--- src/hdl/dad_pkg.sv ---
// Types, constants and calendar helpers shared by the date adder modules.
package dad_pkg;

  localparam int unsigned DayW   = 5;
  localparam int unsigned MonW   = 4;
  localparam int unsigned YearW  = 14;
  localparam int unsigned AddW   = 16;
  localparam int unsigned NumW   = 17;  // day number after adding, up to 366 + 65535
  localparam int unsigned RemW   = 9;   // year modulo 400
  localparam int unsigned YlenW  = 9;
  localparam int unsigned MlenW  = 5;

  localparam logic [MonW-1:0]  MonMax    = 4'd12;
  localparam logic [MonW-1:0]  IdxLast   = 4'd11;
  localparam logic [MonW-1:0]  IdxFeb    = 4'd1;
  localparam logic [MonW-1:0]  MonFeb    = 4'd2;
  localparam logic [RemW-1:0]  RemLast   = 9'd399;
  localparam logic [5:0]       Recip25   = 6'd41;  // 41/1024 as 1/25, exact floor below 1024
  localparam logic [4:0]       Base25    = 5'd25;
  localparam logic [RemW-1:0]  Cent1     = 9'd100;
  localparam logic [RemW-1:0]  Cent2     = 9'd200;
  localparam logic [RemW-1:0]  Cent3     = 9'd300;
  localparam logic [YlenW-1:0] LenLeap   = 9'd366;
  localparam logic [YlenW-1:0] LenCommon = 9'd365;
  localparam logic             StsOk     = 1'b0;
  localparam logic             StsBad    = 1'b1;

  typedef struct packed {
    logic [DayW-1:0]  start_day;
    logic [MonW-1:0]  start_month;
    logic [YearW-1:0] start_year;
    logic [AddW-1:0]  days_to_add;
  } dad_in_t;

  typedef struct packed {
    logic [DayW-1:0]  new_day;
    logic [MonW-1:0]  new_month;
    logic [YearW-1:0] new_year;
    logic             status;
  } dad_out_t;

  // controller to datapath
  typedef struct packed {
    logic load;
    logic mod_load;
    logic doy;
    logic year_step;
    logic month_step;
    logic out_load;
  } dad_cmd_t;

  // datapath to controller
  typedef struct packed {
    logic invalid;
    logic year_done;
    logic month_done;
    logic out_free;
  } dad_sts_t;

  // leap test on year mod 400: divisible by 4 and not a whole century, or mod 400 is zero
  function automatic logic leap_of_rem(input logic [RemW-1:0] r);
    return (r[1:0] == 2'd0) && (r != Cent1) && (r != Cent2) && (r != Cent3);
  endfunction

  // length of month at zero-based index
  function automatic logic [MlenW-1:0] month_len(input logic [MonW-1:0] idx, input logic leap);
    logic [MlenW-1:0] len;
    case (idx)
      4'd1:                        len = leap ? 5'd29 : 5'd28;
      4'd3, 4'd5, 4'd8, 4'd10:     len = 5'd30;
      default:                     len = 5'd31;
    endcase
    return len;
  endfunction

  // days in the months before the zero-based index, common year
  function automatic logic [8:0] cum_days(input logic [MonW-1:0] idx);
    logic [8:0] c;
    case (idx)
      4'd0:    c = 9'd0;
      4'd1:    c = 9'd31;
      4'd2:    c = 9'd59;
      4'd3:    c = 9'd90;
      4'd4:    c = 9'd120;
      4'd5:    c = 9'd151;
      4'd6:    c = 9'd181;
      4'd7:    c = 9'd212;
      4'd8:    c = 9'd243;
      4'd9:    c = 9'd273;
      4'd10:   c = 9'd304;
      4'd11:   c = 9'd334;
      default: c = 9'd0;
    endcase
    return c;
  endfunction

endpackage

--- src/hdl/dad_dp.sv ---
// Datapath of the date adder: year mod 400, day number, year and month steps.
module dad_dp (
  input  logic              clk_i,
  input  logic              rst_ni,
  input  dad_pkg::dad_in_t  in_data_i,
  input  dad_pkg::dad_cmd_t cmd_i,
  output dad_pkg::dad_sts_t sts_o,
  input  logic              out_ready_i,
  output logic              out_valid_o,
  output dad_pkg::dad_out_t out_data_o
);
  import dad_pkg::*;

  logic [DayW-1:0]  day_q;
  logic [MonW-1:0]  mon_q;
  logic [YearW-1:0] year_q,  year_d;
  logic [AddW-1:0]  add_q;
  logic [RemW-1:0]  rem_q,   rem_d;
  logic [NumW-1:0]  n_q,     n_d;
  logic [MonW-1:0]  idx_q,   idx_d;
  logic             out_valid_q;
  dad_out_t         out_q;

  logic             leap;
  logic [YlenW-1:0] ylen;
  logic [MlenW-1:0] mlen;
  logic [YearW-5:0] yhi;
  logic [15:0]      yprod;
  logic [9:0]       ymul;
  logic [9:0]       ydiff;
  logic             invalid;

  assign leap    = leap_of_rem(rem_q);
  assign ylen    = leap ? LenLeap : LenCommon;
  assign mlen    = month_len(idx_q, leap);
  assign invalid = (day_q == '0) || (mon_q == '0) || (mon_q > MonMax);

  // year mod 400 = 16 * ((year / 16) mod 25) + year mod 16, quotient by reciprocal
  assign yhi   = year_q[YearW-1:4];
  assign yprod = 16'(yhi) * 16'(Recip25);
  assign ymul  = 10'(yprod[15:10]) * 10'(Base25);
  assign ydiff = yhi - ymul;

  assign sts_o.invalid    = invalid;
  assign sts_o.year_done  = n_q <= NumW'(ylen);
  assign sts_o.month_done = (idx_q == IdxLast) || (n_q <= NumW'(mlen));
  assign sts_o.out_free   = !out_valid_q || out_ready_i;

  always_comb begin
    year_d = year_q;
    rem_d  = rem_q;
    n_d    = n_q;
    idx_d  = idx_q;
    if (cmd_i.load) begin
      year_d = in_data_i.start_year;
      rem_d  = '0;
    end else if (cmd_i.mod_load) begin
      rem_d = {ydiff[4:0], year_q[3:0]};
    end else if (cmd_i.doy) begin
      n_d   = NumW'(day_q) + NumW'(cum_days(mon_q - 4'd1))
            + NumW'(leap && (mon_q > MonFeb)) + NumW'(add_q);
      idx_d = '0;
    end else if (cmd_i.year_step) begin
      n_d    = n_q - NumW'(ylen);
      year_d = year_q + YearW'(1);
      rem_d  = (rem_q == RemLast) ? '0 : rem_q + RemW'(1);
    end else if (cmd_i.month_step) begin
      n_d   = n_q - NumW'(mlen);
      idx_d = idx_q + MonW'(1);
    end
  end

  always_ff @(posedge clk_i) begin
    if (cmd_i.load) begin
      day_q <= in_data_i.start_day;
      mon_q <= in_data_i.start_month;
      add_q <= in_data_i.days_to_add;
    end
    year_q <= year_d;
    rem_q  <= rem_d;
    n_q    <= n_d;
    idx_q  <= idx_d;
    if (cmd_i.out_load) begin
      if (invalid) begin
        out_q <= '{new_day: '0, new_month: '0, new_year: '0, status: StsBad};
      end else begin
        out_q <= '{new_day: n_q[DayW-1:0], new_month: idx_q + MonW'(1),
                   new_year: year_q, status: StsOk};
      end
    end
  end

  always_ff @(posedge clk_i or negedge rst_ni) begin
    if (!rst_ni) begin
      out_valid_q <= 1'b0;
    end else if (cmd_i.out_load) begin
      out_valid_q <= 1'b1;
    end else if (out_ready_i) begin
      out_valid_q <= 1'b0;
    end
  end

  assign out_valid_o = out_valid_q;
  assign out_data_o  = out_q;

  a_no_overwrite: assert property (@(posedge clk_i) disable iff (!rst_ni)
    cmd_i.out_load |-> (!out_valid_q || out_ready_i))
    else $error("result overwritten while waiting");

  a_year_step_needed: assert property (@(posedge clk_i) disable iff (!rst_ni)
    cmd_i.year_step |-> (n_q > NumW'(ylen)))
    else $error("year stepped past the final year");

  a_month_in_range: assert property (@(posedge clk_i) disable iff (!rst_ni)
    cmd_i.month_step |-> (idx_q < IdxLast))
    else $error("month walk ran past December");

endmodule

--- src/hdl/dad_ctrl.sv ---
// Controller of the date adder: sequences year mod 400, day number, year and month phases.
module dad_ctrl (
  input  logic              clk_i,
  input  logic              rst_ni,
  input  logic              in_valid_i,
  output logic              in_ready_o,
  input  dad_pkg::dad_sts_t sts_i,
  output dad_pkg::dad_cmd_t cmd_o
);
  import dad_pkg::*;

  typedef enum logic [2:0] {
    ST_IDLE,
    ST_MOD,
    ST_DOY,
    ST_YEAR,
    ST_MONTH,
    ST_OUT
  } state_e;

  state_e state_q, state_d;

  always_comb begin
    state_d    = state_q;
    cmd_o      = '0;
    in_ready_o = 1'b0;
    unique case (state_q)
      ST_IDLE: begin
        in_ready_o = 1'b1;
        if (in_valid_i) begin
          cmd_o.load = 1'b1;
          state_d    = ST_MOD;
        end
      end
      ST_MOD: begin
        if (sts_i.invalid) begin
          state_d = ST_OUT;
        end else begin
          cmd_o.mod_load = 1'b1;
          state_d        = ST_DOY;
        end
      end
      ST_DOY: begin
        cmd_o.doy = 1'b1;
        state_d   = ST_YEAR;
      end
      ST_YEAR: begin
        if (sts_i.year_done) state_d = ST_MONTH;
        else cmd_o.year_step = 1'b1;
      end
      ST_MONTH: begin
        if (sts_i.month_done) state_d = ST_OUT;
        else cmd_o.month_step = 1'b1;
      end
      ST_OUT: begin
        if (sts_i.out_free) begin
          cmd_o.out_load = 1'b1;
          state_d        = ST_IDLE;
        end
      end
      default: state_d = ST_IDLE;
    endcase
  end

  always_ff @(posedge clk_i or negedge rst_ni) begin
    if (!rst_ni) begin
      state_q <= ST_IDLE;
    end else begin
      state_q <= state_d;
    end
  end

  a_accept_starts: assert property (@(posedge clk_i) disable iff (!rst_ni)
    (in_valid_i && in_ready_o) |=> (state_q == ST_MOD))
    else $error("accepted item did not start the year mod 400 phase");

  a_mod_before_doy: assert property (@(posedge clk_i) disable iff (!rst_ni)
    (state_q == ST_DOY) |-> ($past(state_q) == ST_MOD))
    else $error("day number formed before year mod 400 was ready");

  a_one_cmd: assert property (@(posedge clk_i) disable iff (!rst_ni)
    $onehot0(cmd_o))
    else $error("more than one datapath command at once");

endmodule

--- src/hdl/date_add_days_unit.sv ---
// Top level of the Gregorian date adder: controller and datapath.
//
//  channel | direction | handshake              | payload
//  in      | input     | in_valid_i/in_ready_o  | in_data_i  (start day, month, year, days)
//  out     | output    | out_valid_o/out_ready_i| out_data_o (new day, month, year, status)
//
// One item at a time: accept, year mod 400, day number, one step per whole year
// (180 at most) plus a final check, one per month step (11 at most) plus a
// final check, then load the result once the result register is free.
// An invalid date skips straight to the result register.
// Reset clears the controller and the result valid flag; no clearing pass.
// A waiting result does not block acceptance; the next result waits for it.
module date_add_days_unit (
  input  logic              clk_i,
  input  logic              rst_ni,
  input  logic              in_valid_i,
  output logic              in_ready_o,
  input  dad_pkg::dad_in_t  in_data_i,
  output logic              out_valid_o,
  input  logic              out_ready_i,
  output dad_pkg::dad_out_t out_data_o
);
  import dad_pkg::*;

  dad_cmd_t cmd;
  dad_sts_t sts;

  dad_ctrl u_ctrl (
    .clk_i      (clk_i),
    .rst_ni     (rst_ni),
    .in_valid_i (in_valid_i),
    .in_ready_o (in_ready_o),
    .sts_i      (sts),
    .cmd_o      (cmd)
  );

  dad_dp u_dp (
    .clk_i       (clk_i),
    .rst_ni      (rst_ni),
    .in_data_i   (in_data_i),
    .cmd_i       (cmd),
    .sts_o       (sts),
    .out_ready_i (out_ready_i),
    .out_valid_o (out_valid_o),
    .out_data_o  (out_data_o)
  );

endmodule
--- config.mk ---
export PLATFORM = sky130hd
export DESIGN_NAME = date_add_days_unit
export DESIGN_NICKNAME = d
export VERILOG_FILES = /design/src/hdl/dad_pkg.sv /design/src/hdl/dad_dp.sv /design/src/hdl/dad_ctrl.sv /design/src/hdl/date_add_days_unit.sv
export SDC_FILE = /design/constraint.sdc
export NUM_CORES = 1
export LEC_CHECK = 0
export ABC_CLOCK_PERIOD_IN_PS = 9800
export BUFFER_PORTS_ARGS = -buffer_cell sky130_fd_sc_hd__buf_2
export CORE_ASPECT_RATIO = 0.7
export CORE_UTILIZATION = 25
export CTS_CLUSTER_DIAMETER = 100
export DETAILED_ROUTE_END_ITERATION = 7
export PLACE_DENSITY = 0.5
export SLEW_MARGIN = 15
export SYNTH_ARGS = -nofsm -noshare
export SYNTH_HDL_FRONTEND = slang
export SYNTH_SLANG_ARGS = --single-unit
export TNS_END_PERCENT = 1
--- constraint.sdc ---
create_clock -name clk_i -period 9.8 [get_ports clk_i]
set_input_delay 0 -clock clk_i [delete_from_list [all_inputs] [get_ports clk_i]]
set_output_delay 0 -clock clk_i [all_outputs]
set_load 0.02 [all_outputs]
* Word-level counts from Yosys, hierarchy flattened
Memory sizes are Yosys's and may differ from the RTL's.
Cells that the tools add are included.
** Storage, ports and cells
- Register bits after elaboration :: 97
- Bits in read-only memories :: 144
- Input bits :: 43
- Logic and storage cells :: 119
- Memories :: 1
** Operators by class
- $add $sub $neg :: 10
- Multiply operators :: 2
- Magnitude comparators :: 4
- Equal/unequal tests :: 23
- Multiplexer cells :: 40
- Bitwise gates (word level) :: 2
- Reductions and logical operators :: 24
** Memories
- (name not given) :: depth 16, bits a word 9, rd ports 1, clocked after memory_dff 0, write ports 0, RTL line dad_pkg.sv:79 : case (idx)
** Operators with widths (number)
- $mux W9 :: 7
- $mux W14 :: 4
- $mux W17 :: 3
- $pmux W3 S6 :: 1
- $add A17 B1 Y17 :: 1
- $add A17 B16 Y17 :: 1
- $le A17 B5 Y1 :: 1
- $le A17 B9 Y1 :: 1
- $sub A17 B5 Y17 :: 1
- $sub A17 B9 Y17 :: 1
- $mul A10 B6 Y16 const B :: 1
- $mux W1 :: 16
- $mux W3 :: 5
- $add A14 B1 Y14 const B :: 1
- $eq A4 B4 Y1 const B :: 3
- $add A5 B9 Y10 :: 1
- $pmux W5 S2 :: 1
- $add A9 B1 Y9 const B :: 1
- $eq A9 B9 Y1 const B :: 1
- $ne A9 B7 Y1 const B :: 1
- $ne A9 B8 Y1 const B :: 1
- $ne A9 B9 Y1 const B :: 1
- $mux W4 :: 2
- $ne A2 B1 Y1 const B :: 4
- 28 further kinds :: 45

* Longest topological paths before layout
Gate-level depths: netlist (run 1).
- Word-level depth :: 13
- Mapped depth :: 24

* Modules after synthesis
From an unflattened synthesis (run 1), not the netlist that was laid out.
** Unflattened totals
- Cell total of the unflattened synthesis :: 684
- Area total of the unflattened synthesis :: 6835.3 um^2
** By module, submodules not included
- dad_dp :: instances 1, cells an instance 658, area each 6623.9 um^2, seq. area each 2727.6 um^2
- dad_ctrl :: instances 1, cells an instance 26, area each 211.5 um^2, seq. area each 75.1 um^2

* Worst setup path after synthesis (run 1)
No wires, ideal clock.
- Path type :: reg2reg
- Start :: register u_dp.year_q[8]
- End :: register u_dp.rem_q[8]
- Library setup time :: 0.177 ns
- Arrival time :: 4.715 ns
- Path slack :: 4.908 ns
- Stages on the path, launching flop included :: 23
- Clock period less this slack :: 4.892 ns
- Cell sequence :: edfxtp_1 > ha_1 > inv_1 > fa_1 > inv_1 > ha_1 > ha_1 > a2111oi_0 > o21ai_0 > nand3_1 > a21boi_0 > o21a_1 > nor2_1 > xnor2_1 > ha_1 > ha_1 > inv_1 > ha_1 > a21oi_1 > xnor2_1 > xnor2_1 > xnor2_1 > o22ai_1
** On the way
- Longest elaborated chain between the ends :: 4
** RTL lines
- start, declared :: RTL line dad_dp.sv:16 : logic [YearW-1:0] year_q, year_d;
- start signal, assigned :: RTL line dad_dp.sv:79 : year_q <= year_d;
- $mul A10 B6 Y16 :: RTL line dad_dp.sv:40 : assign yprod = 16'(yhi) * 16'(Recip25);
- $mul A6 B5 Y5 :: RTL line dad_dp.sv:41 : assign ymul = 10'(yprod[15:10]) * 10'(Base25);
- $sub A5 B5 Y5 * :: RTL line dad_dp.sv:42 : assign ydiff = yhi - ymul;
- $mux W9 * :: RTL line dad_dp.sv:57 : end else if (cmd_i.mod_load) begin
- end signal, assigned :: RTL line dad_dp.sv:80 : rem_q <= rem_d;
- end, declared :: RTL line dad_dp.sv:18 : logic [RemW-1:0] rem_q, rem_d;
Every way passes the cells marked *; elsewhere a longest branch is shown, timed or not.
A chain may end at the register's enable or synchronous reset.

* Final worst setup path (run 1)
- Start :: register u_dp.mon_q[0]
- End :: register u_dp.n_q[13], data pin
** On the way
- Longest elaborated chain between the ends :: 9
- Elaborated cells on any way between the ends :: 11
** RTL lines
- start, declared :: RTL line dad_dp.sv:15 : logic [MonW-1:0] mon_q;
- start signal, assigned :: RTL line dad_dp.sv:76 : mon_q <= in_data_i.start_month;
- $sub A4 B1 Y4 :: RTL line dad_dp.sv:60 : n_d = NumW'(day_q) + NumW'(cum_days(mon_q - 4'd1))
- $mem_v2 Z16 W9
- $mux W9 :: RTL line dad_dp.sv:59 : end else if (cmd_i.doy) begin
- $mux W9 :: RTL line dad_dp.sv:57
- $mux W9 :: RTL line dad_dp.sv:54 : if (cmd_i.load) begin
- $add A5 B9 Y10 :: RTL line dad_dp.sv:60
- $add A17 B1 Y17 * :: RTL line dad_dp.sv:61 : + NumW'(leap && (mon_q > MonFeb)) + NumW'(add_q);
- $add A17 B16 Y17 * :: RTL line dad_dp.sv:61
- $mux W17 * :: RTL line dad_dp.sv:59
- end signal, assigned :: RTL line dad_dp.sv:81 : n_q <= n_d;
- end, declared :: RTL line dad_dp.sv:19 : logic [NumW-1:0] n_q, n_d;
Every way passes the cells marked *; elsewhere a longest branch is shown, timed or not. The select of a mux whose other input is x is not followed.

==> flow_metrics.tcl, run 1 <==
set metrics [dict create \
    result_of_the_run "finished, final reports clean" \
    first_global_vias 5243 \
    dp_worst_setup_slack_ns 4.40 \
    timing.setup.critical_path_class "reg -> reg" \
    ctsResizeCount 0 \
    finalSetupViolCount 0 \
    worst-slew-pin-transition_ns 0.861 \
    synth.area.top_cells "sky130_fd_sc_hd__edfxtp_1, sky130_fd_sc_hd__ha_1, sky130_fd_sc_hd__xnor2_1, sky130_fd_sc_hd__nand2_1, sky130_fd_sc_hd__o21ai_0" \
    detail-route-antenna-nets 0 \
    grt_first_pass_wirelength_mm 28.4 \
    num_io_pins 69 \
    antenna-diode-count 0 \
    hold_violations 0 \
    post-cts-setup-buffers 0 \
    fmaxAchievable_mhz 184 \
    insertion_delay_ns 0.36 \
    die_height_um 143 \
    cts_tree "yes" \
    cp-start-kind "flip-flop" \
    start_util_pct 25.5 \
    holdBufCountCts 41 \
    port_buffers 68 \
    globalplace.congestion 0.797 \
    synth.distinct_cells 68 \
    synthesis.area_per_instance_sq_um 9.69 \
    drt_first_pass_iters 4 \
    number_of_standard_cells_after_synthesis 731 \
    cts_inserted_buffers 9 \
    cts.sinks 97 \
    crit_path_cell_trace "inv_1, ha_1, inv_1, ha_1, inv_1, a32oi_1, a21oi_1, a41o_1, ha_1, nor2b_1, o21ai_0, a21boi_0, o21a_1, a211oi_1, a31oi_1, o21ai_1, ha_1, nand2_1, inv_1, and3_1, a211oi_1, or4_1, nand3_1" \
    routed_wire_length_per_instance_um 14.6 \
    wp_data_arrival_ns 5.55 \
    dr_total_vias 5494 \
    max_slew_margin_pct 41.8 \
    synthArstFlopShare_pct 4.12 \
    dp.final_hpwl_mm 13.2 \
    final_cell_count_no_fill 1209 \
    netlist.area_leader.share_pct 35.6 \
    syn2layout_area_growth_pct 20.9 \
    seq_area_sq_um 2800 \
    synth.largest_area_cell "sky130_fd_sc_hd__edfxtp_1" \
    multi_input_area_sq_um 4010 \
    synth_enable_flop_cells 84 \
    dieArea_sq_um 29000 \
    dr.first_iter.drc_count 292 \
    antenna_found_initial 0 \
    dp_cells 1152 \
    htree_num_levels 3 \
    timing.final.crit_share_pct 55.5 \
    final.setup.tns_ns 0 \
    cts_max_path_buffers 2 \
    syn_nets 856 \
    sequential_area_share_after_synthesis_pct 39.5 \
    synth_ff_type "sky130_fd_sc_hd__edfxtp_1" \
    crit_fanout 15 \
    worst_path_largest_cell_delay_ns 0.57 \
    grt-ovfl-total 0 \
    vias_per_cell 4.54 \
    cap_violations 0 \
    fill_cells 2962 \
    post_synth_instance_area_sq_um 7090 \
    cts.root.buffer_cell "sky130_fd_sc_hd__clkbuf_16" \
    core_area_sq_um 27800 \
    cts.reportedPaths.clkPinSlew_ns 0.07 \
    hold_class "in -> reg" \
    drcViolationCount 0 \
    design.final.nets 958 \
    max_stage_delay_cell_worst_path "sky130_fd_sc_hd__a211oi_1" \
    largest_net_degree_at_the_start_of_global_routing 63 \
    setup.worst_path.end_class "flip-flop" \
    die_width_um 203 \
    fin_clk_skew_ns 0.0128 \
    finalWorstPathRequiredPeriod_ns 5.44 \
    synth_seq_cells 97 \
    grt_util_all_layers_pct 12.7 \
    timing.final.ws_setup_ns 4.36 \
    max_slew_violation_count 0 \
    synthesis.yosys.warnings 0 \
    fp-row-count 51 \
    drt-total-wl_mm 17.6 \
    cp_data_required_time_ns 9.91 \
    grt_setup_unrepaired "false" \
    drive_gt1_share_pct 12.5 \
]
==> stage by stage <==
stage / area [sq um] / utilization, % / hold WS [ns]
final: 8570 / 30.8 / 0.0437
after global routing: 8570 / 30.8 / 0.0637
after CTS: 8570 / 30.8 / 0.0321
after detailed placement: 7850 / 28.2 / -0.159
after global placement: 7850 / 28.2 / -0.162
after floorplan: 7090 / - / -0.296
==> cell usage after synthesis (3+ instances only) <==
cell type,count
sky130_fd_sc_hd__or4_1,6
sky130_fd_sc_hd__and3_1,6
sky130_fd_sc_hd__mux2i_1,11
sky130_fd_sc_hd__xor2_1,15
sky130_fd_sc_hd__inv_1,51
sky130_fd_sc_hd__o21a_1,5
sky130_fd_sc_hd__dfrtp_1,4
sky130_fd_sc_hd__buf_2,3
sky130_fd_sc_hd__dfxtp_1,9
sky130_fd_sc_hd__nor2b_1,7
sky130_fd_sc_hd__nand2b_1,12
sky130_fd_sc_hd__ha_1,72
sky130_fd_sc_hd__a21oi_1,40
sky130_fd_sc_hd__nand2_1,65
sky130_fd_sc_hd__a21o_1,6
sky130_fd_sc_hd__edfxtp_1,84
sky130_fd_sc_hd__nor2_1,62
sky130_fd_sc_hd__nor4_1,6
sky130_fd_sc_hd__nand3_1,18
sky130_fd_sc_hd__o21ai_0,47
sky130_fd_sc_hd__clkbuf_1,18
sky130_fd_sc_hd__o31ai_1,3
sky130_fd_sc_hd__a211oi_1,8
sky130_fd_sc_hd__or2_2,6
sky130_fd_sc_hd__o21bai_1,5
sky130_fd_sc_hd__nand3b_1,5
sky130_fd_sc_hd__xnor2_1,38
sky130_fd_sc_hd__or3b_2,3
sky130_fd_sc_hd__o211ai_1,7
sky130_fd_sc_hd__nand4_1,5
sky130_fd_sc_hd__or3_1,8
sky130_fd_sc_hd__nor3_1,14
sky130_fd_sc_hd__o22ai_1,3
sky130_fd_sc_hd__a31oi_1,7
sky130_fd_sc_hd__fa_1,10
sky130_fd_sc_hd__and2_1,21
==> sequential cells by signal, summed over array words and instances (netlist names) <==
register	flops
u_dp.n_q	17
u_dp.add_q	16
u_dp.out_valid_o	1
u_dp.year_q	14
u_dp.day_q	5
u_dp.rem_q	9
u_dp.out_data_o	24
u_ctrl.state_q	3
u_dp.mon_q	4
u_dp.idx_q	4
==> layer usage <==
layer / track usage, % / share of wire (%)
met1: 19.5 / 57
met2: 17.6 / 38
met3: 2.72 / 4.1
met4: 2.97 / 0.97
met5: 0 / 0
==> cell usage in the layout, fill, tap and decap left out, types with 7 or more instances in the layout <==
| master | count |
|---|---|
| sky130_fd_sc_hd__o211ai_1 | 7 |
| sky130_fd_sc_hd__ha_1 | 72 |
| sky130_fd_sc_hd__dfxtp_1 | 9 |
| sky130_fd_sc_hd__xor2_1 | 15 |
| sky130_fd_sc_hd__edfxtp_1 | 84 |
| sky130_fd_sc_hd__or3_1 | 8 |
| sky130_fd_sc_hd__xnor2_1 | 38 |
| sky130_fd_sc_hd__a31oi_1 | 7 |
| sky130_fd_sc_hd__fa_1 | 10 |
| sky130_fd_sc_hd__a211oi_1 | 8 |
| sky130_fd_sc_hd__and2_1 | 20 |
| sky130_fd_sc_hd__clkbuf_16 | 9 |
| sky130_fd_sc_hd__dlygate4sd3_1 | 41 |
| sky130_fd_sc_hd__nor2b_1 | 7 |
| sky130_fd_sc_hd__buf_2 | 68 |
| sky130_fd_sc_hd__mux2i_1 | 11 |
| sky130_fd_sc_hd__nand2b_1 | 12 |
| sky130_fd_sc_hd__nor3_1 | 13 |
| sky130_fd_sc_hd__nand2_1 | 65 |
| sky130_fd_sc_hd__nor2_1 | 62 |
| sky130_fd_sc_hd__a21oi_1 | 40 |
| sky130_fd_sc_hd__inv_1 | 51 |
| sky130_fd_sc_hd__o21ai_0 | 47 |
| sky130_fd_sc_hd__nand3_1 | 18 |
==> cell families (layout without fill, tap and decap cells) <==
family / count (synthesis) / count (layout) / share of synthesized area [%]
and+or+nand+nor: 256 / 256 / 18.6
AOI/OAI and AO/OA: 157 / 157 / 14.0
DFF: 97 / 97 / 39.5
adders and majority gates: 82 / 82 / 15.5
buffers and inverters: 74 / 181 / 4.06
xor gates and xnor gates: 53 / 53 / 6.55
muxes: 12 / 12 / 1.71
==> final timing paths <==
| kind | from | to | slack (ns) | cells after the start |
|---|---|---|---|---|
| setup / recovery | u_dp.mon_q[0]$_DFFE_PP_ | u_dp.n_q[13]$_DFFE_PP_ | 4.36 | 23 |
| hold / removal | out_ready_i | u_dp.out_valid_o$_DFFE_PN0P_ | 0.04 | 3 |
| setup reg to reg | u_dp.mon_q[0]$_DFFE_PP_ | u_dp.n_q[13]$_DFFE_PP_ | 4.36 | 23 |
| hold reg to reg | u_dp.rem_q[0]$_SDFFE_PP0P_ | u_dp.rem_q[0]$_SDFFE_PP0P_ | 0.55 | 2 |
| max in group asynchronous | rst_ni | u_dp.out_valid_o$_DFFE_PN0P_ | 9.00 | 3 |
| min in group asynchronous | rst_ni | u_ctrl.state_q[0]$_DFFE_PN0P_ | 0.60 | 3 |
==> layout make-up <==
| class | count | area share [%] |
|---|---|---|
| clock inverter | 6 | 0.964 |
| timing repair buffer | 113 | 9.11 |
| clock buffer | 10 | 2.67 |
| inverter | 52 | 2.34 |
| tap | 371 | 5.42 |
| sequential | 97 | 32.7 |
| multi-input combinational | 560 | 46.8 |
==> worst max-delay path: cells and delay by family, from the launching register on <==
kind / cells / cell delay, ns
flip-flops: 1 / 0.53
AND/OR/NAND/NOR: 5 / 0.67
buffers and inverters: 4 / 0.43
adder cells (fa/ha/maj): 4 / 1.35
AO/OA/AOI/OAI: 10 / 2.21
Power of run 1 is left out: the tool's default activity adds up to more than one toggle a clock period on the data nets, which glitch-free logic cannot reach.
==> inputs of run 2 (changes only) <==
Settings changed: ABC_CLOCK_PERIOD_IN_PS 9800 to 5000, PLACE_DENSITY 0.5 to 0.52.
Clock period 9.8 ns to 5 ns, I/O delays scaled along.
==> run 2 against run 1 <==
Compared with the run above: cell count rose by 2.7%; setup slack got worse by 4.1 ns; fmax rose by 16%; critical path depth did not move.
==> flow_metrics.tcl, run 2 (synthesized netlist as in run 1, its figures left out) <==
set metrics [dict create \
    final.hold.worst_slack_ns 0.0404 \
    cts_inserted_buffers 9 \
    start_point_of_the_worst_min_delay_path "in_data_i[24]" \
    worst-r2r-cell-count 23 \
    routed_wire_length_per_instance_um 14.6 \
    die_width_um 203 \
    globalRouteMet2Util_pct 17.6 \
    cap_violations 0 \
    multi_input_area_sq_um 4050 \
    die_height_um 143 \
    dr_total_vias 5694 \
    cts.sinks 97 \
    fill_cells 2952 \
    grt_use_met1_pct 19.9 \
    cp-start-kind "flip-flop" \
    drcViolationCount 0 \
    final.setup.tns_ns 0 \
    detail-route-antenna-nets 0 \
    dp.final_hpwl_mm 13.7 \
    grt_first_pass_wirelength_mm 28.8 \
    timing.critical_path.from "u_dp.year_q[8]$_DFFE_PP_" \
    grt-busiest-layer "met1" \
    insertion_delay_ns 0.36 \
    htree_num_levels 3 \
    postLayoutCoreUtil_pct 31.6 \
    grt-ovfl-total 0 \
    finalWorstPathRequiredPeriod_ns 4.71 \
    drive_gt1_share_pct 17.1 \
    worst_path_largest_cell_delay_ns 0.50 \
    cp_data_required_time_ns 5.24 \
    max_slew_violation_count 0 \
    finalSetupViolCount 0 \
    design.final.nets 991 \
    cts.reportedPaths.clkPinSlew_ns 0.08 \
    grt_util_met3_pct 2.78 \
    cts_max_path_buffers 2 \
    max_slew_margin_pct 40.5 \
    start_util_pct 25.5 \
    cts_tree "yes" \
    syn2layout_area_growth_pct 24.2 \
    crit_fanout 4 \
    fmaxAchievable_mhz 212 \
    timing.setup.critical_path_class "reg -> reg" \
    num_io_pins 69 \
    grt_setup_unrepaired "false" \
    drt-total-wl_mm 18.1 \
    vias_per_cell 4.58 \
    dieArea_sq_um 29000 \
    worst-slew-pin-transition_ns 0.888 \
    most_frequent_cells_in_the_layout "sky130_fd_sc_hd__edfxtp_1, sky130_fd_sc_hd__ha_1, sky130_fd_sc_hd__buf_2" \
    port_buffers 68 \
    hold_violations 0 \
    fin_clk_skew_ns 0.0129 \
    layout_commonest_cell "sky130_fd_sc_hd__edfxtp_1" \
    timing.final.crit_share_pct 94.2 \
    critical_path_s_most_frequent_cell "sky130_fd_sc_hd__ha_1" \
    crit_path_cell_trace "ha_1, inv_1, fa_1, inv_1, ha_1, ha_1, a2111oi_2, buf_4, o21ai_1, nand3_2, a21boi_2, o21a_1, nor2_1, xnor2_1, ha_1, ha_1, inv_1, ha_1, a21oi_1, xnor2_1, xnor2_1, xnor2_1, o22ai_1" \
    first_global_vias 5387 \
    core_area_sq_um 27800 \
    hold_class "in -> reg" \
    cts.root.buffer_cell "sky130_fd_sc_hd__clkbuf_16" \
    setup.worst_path.end_class "flip-flop" \
    hold-path-cell-count 3 \
    critical_path.reg2reg.startpoint "u_dp.year_q[8]$_DFFE_PP_" \
    drt_first_pass_iters 4 \
    dr.first_iter.drc_count 312 \
    antenna_found_initial 0 \
    result_of_the_run "finished, final reports clean" \
    grt_util_all_layers_pct 12.9 \
    globalplace.congestion 0.834 \
    max_stage_delay_cell_worst_path "sky130_fd_sc_hd__fa_1" \
    wp_data_arrival_ns 4.94 \
    fp-row-count 51 \
    largest_register_ffs 24 \
    antenna-diode-count 0 \
    largest_net_degree_at_the_start_of_global_routing 45 \
    seq_area_sq_um 2800 \
]
## run 2: final cells by class
cell class / count / share of cell area, %
Clock buffer: 10 / 2.60
Clock inverter: 6 / 0.398
Inverter: 52 / 2.27
Multi-Input combinational cell: 560 / 46.0
Sequential cell: 97 / 31.8
Tap cell: 371 / 5.27
Timing Repair Buffer: 146 / 11.7
## run 2: critical path: cells and delay by family (launching register included)
kind | cells | cell delay (ns)
buffers and inverters | 4 | 0.29
AO/OA/AOI/OAI | 6 | 0.91
adder cells (fa/ha/maj) | 7 | 2.13
AND/OR/NAND/NOR | 2 | 0.22
XOR/XNOR | 4 | 0.57
flip-flops | 1 | 0.45
## run 2: path summary, 6_finish.rpt
kind | slack, ns | endpoint
hold reg to reg | 0.56 | u_dp.rem_q[0]$_SDFFE_PP0P_
max in group asynchronous | 4.19 | u_dp.out_valid_o$_DFFE_PN0P_
setup / recovery | 0.29 | u_dp.rem_q[8]$_SDFFE_PP0P_
hold / removal | 0.04 | u_dp.year_q[8]$_DFFE_PP_
setup reg to reg | 0.29 | u_dp.rem_q[8]$_SDFFE_PP0P_
min in group asynchronous | 0.60 | u_ctrl.state_q[2]$_DFFE_PN0P_
## run 2: timing repair
item                                   4_1_cts  5_1_grt
setup endpoints to repair                    1        8
resized for setup                            1       14
pin swaps                                    0        3
gates cloned                                 0        0
endpoints found under the hold margin       42        0
hold buffers                                40        0
setup buffers                                0        9
## run 2: per-stage QoR
| step | area (sq um) | worst slack, ns | std cells |
|---|---|---|---|
| global placement | 8030 | 0.131 | 1177 |
| finish | 8800 | 0.292 | 1242 |
| global route | 8800 | 0.0243 | 1242 |
| detailed placement | 8030 | 0.0102 | 1177 |
| CTS | 8700 | 0.0122 | 1233 |
| floorplan | 7090 | 0.108 | 731 |
## run 2: metal layers
metal  vias up  wire, um  part of all wire, %
li1       2905         -                    -
met1      2657     10200                   56
met2       123      7060                   39
met3         9       776                  4.3
met4         0       148                 0.82
met5         -         0                    0
Power of run 2 is left out for the same reason.
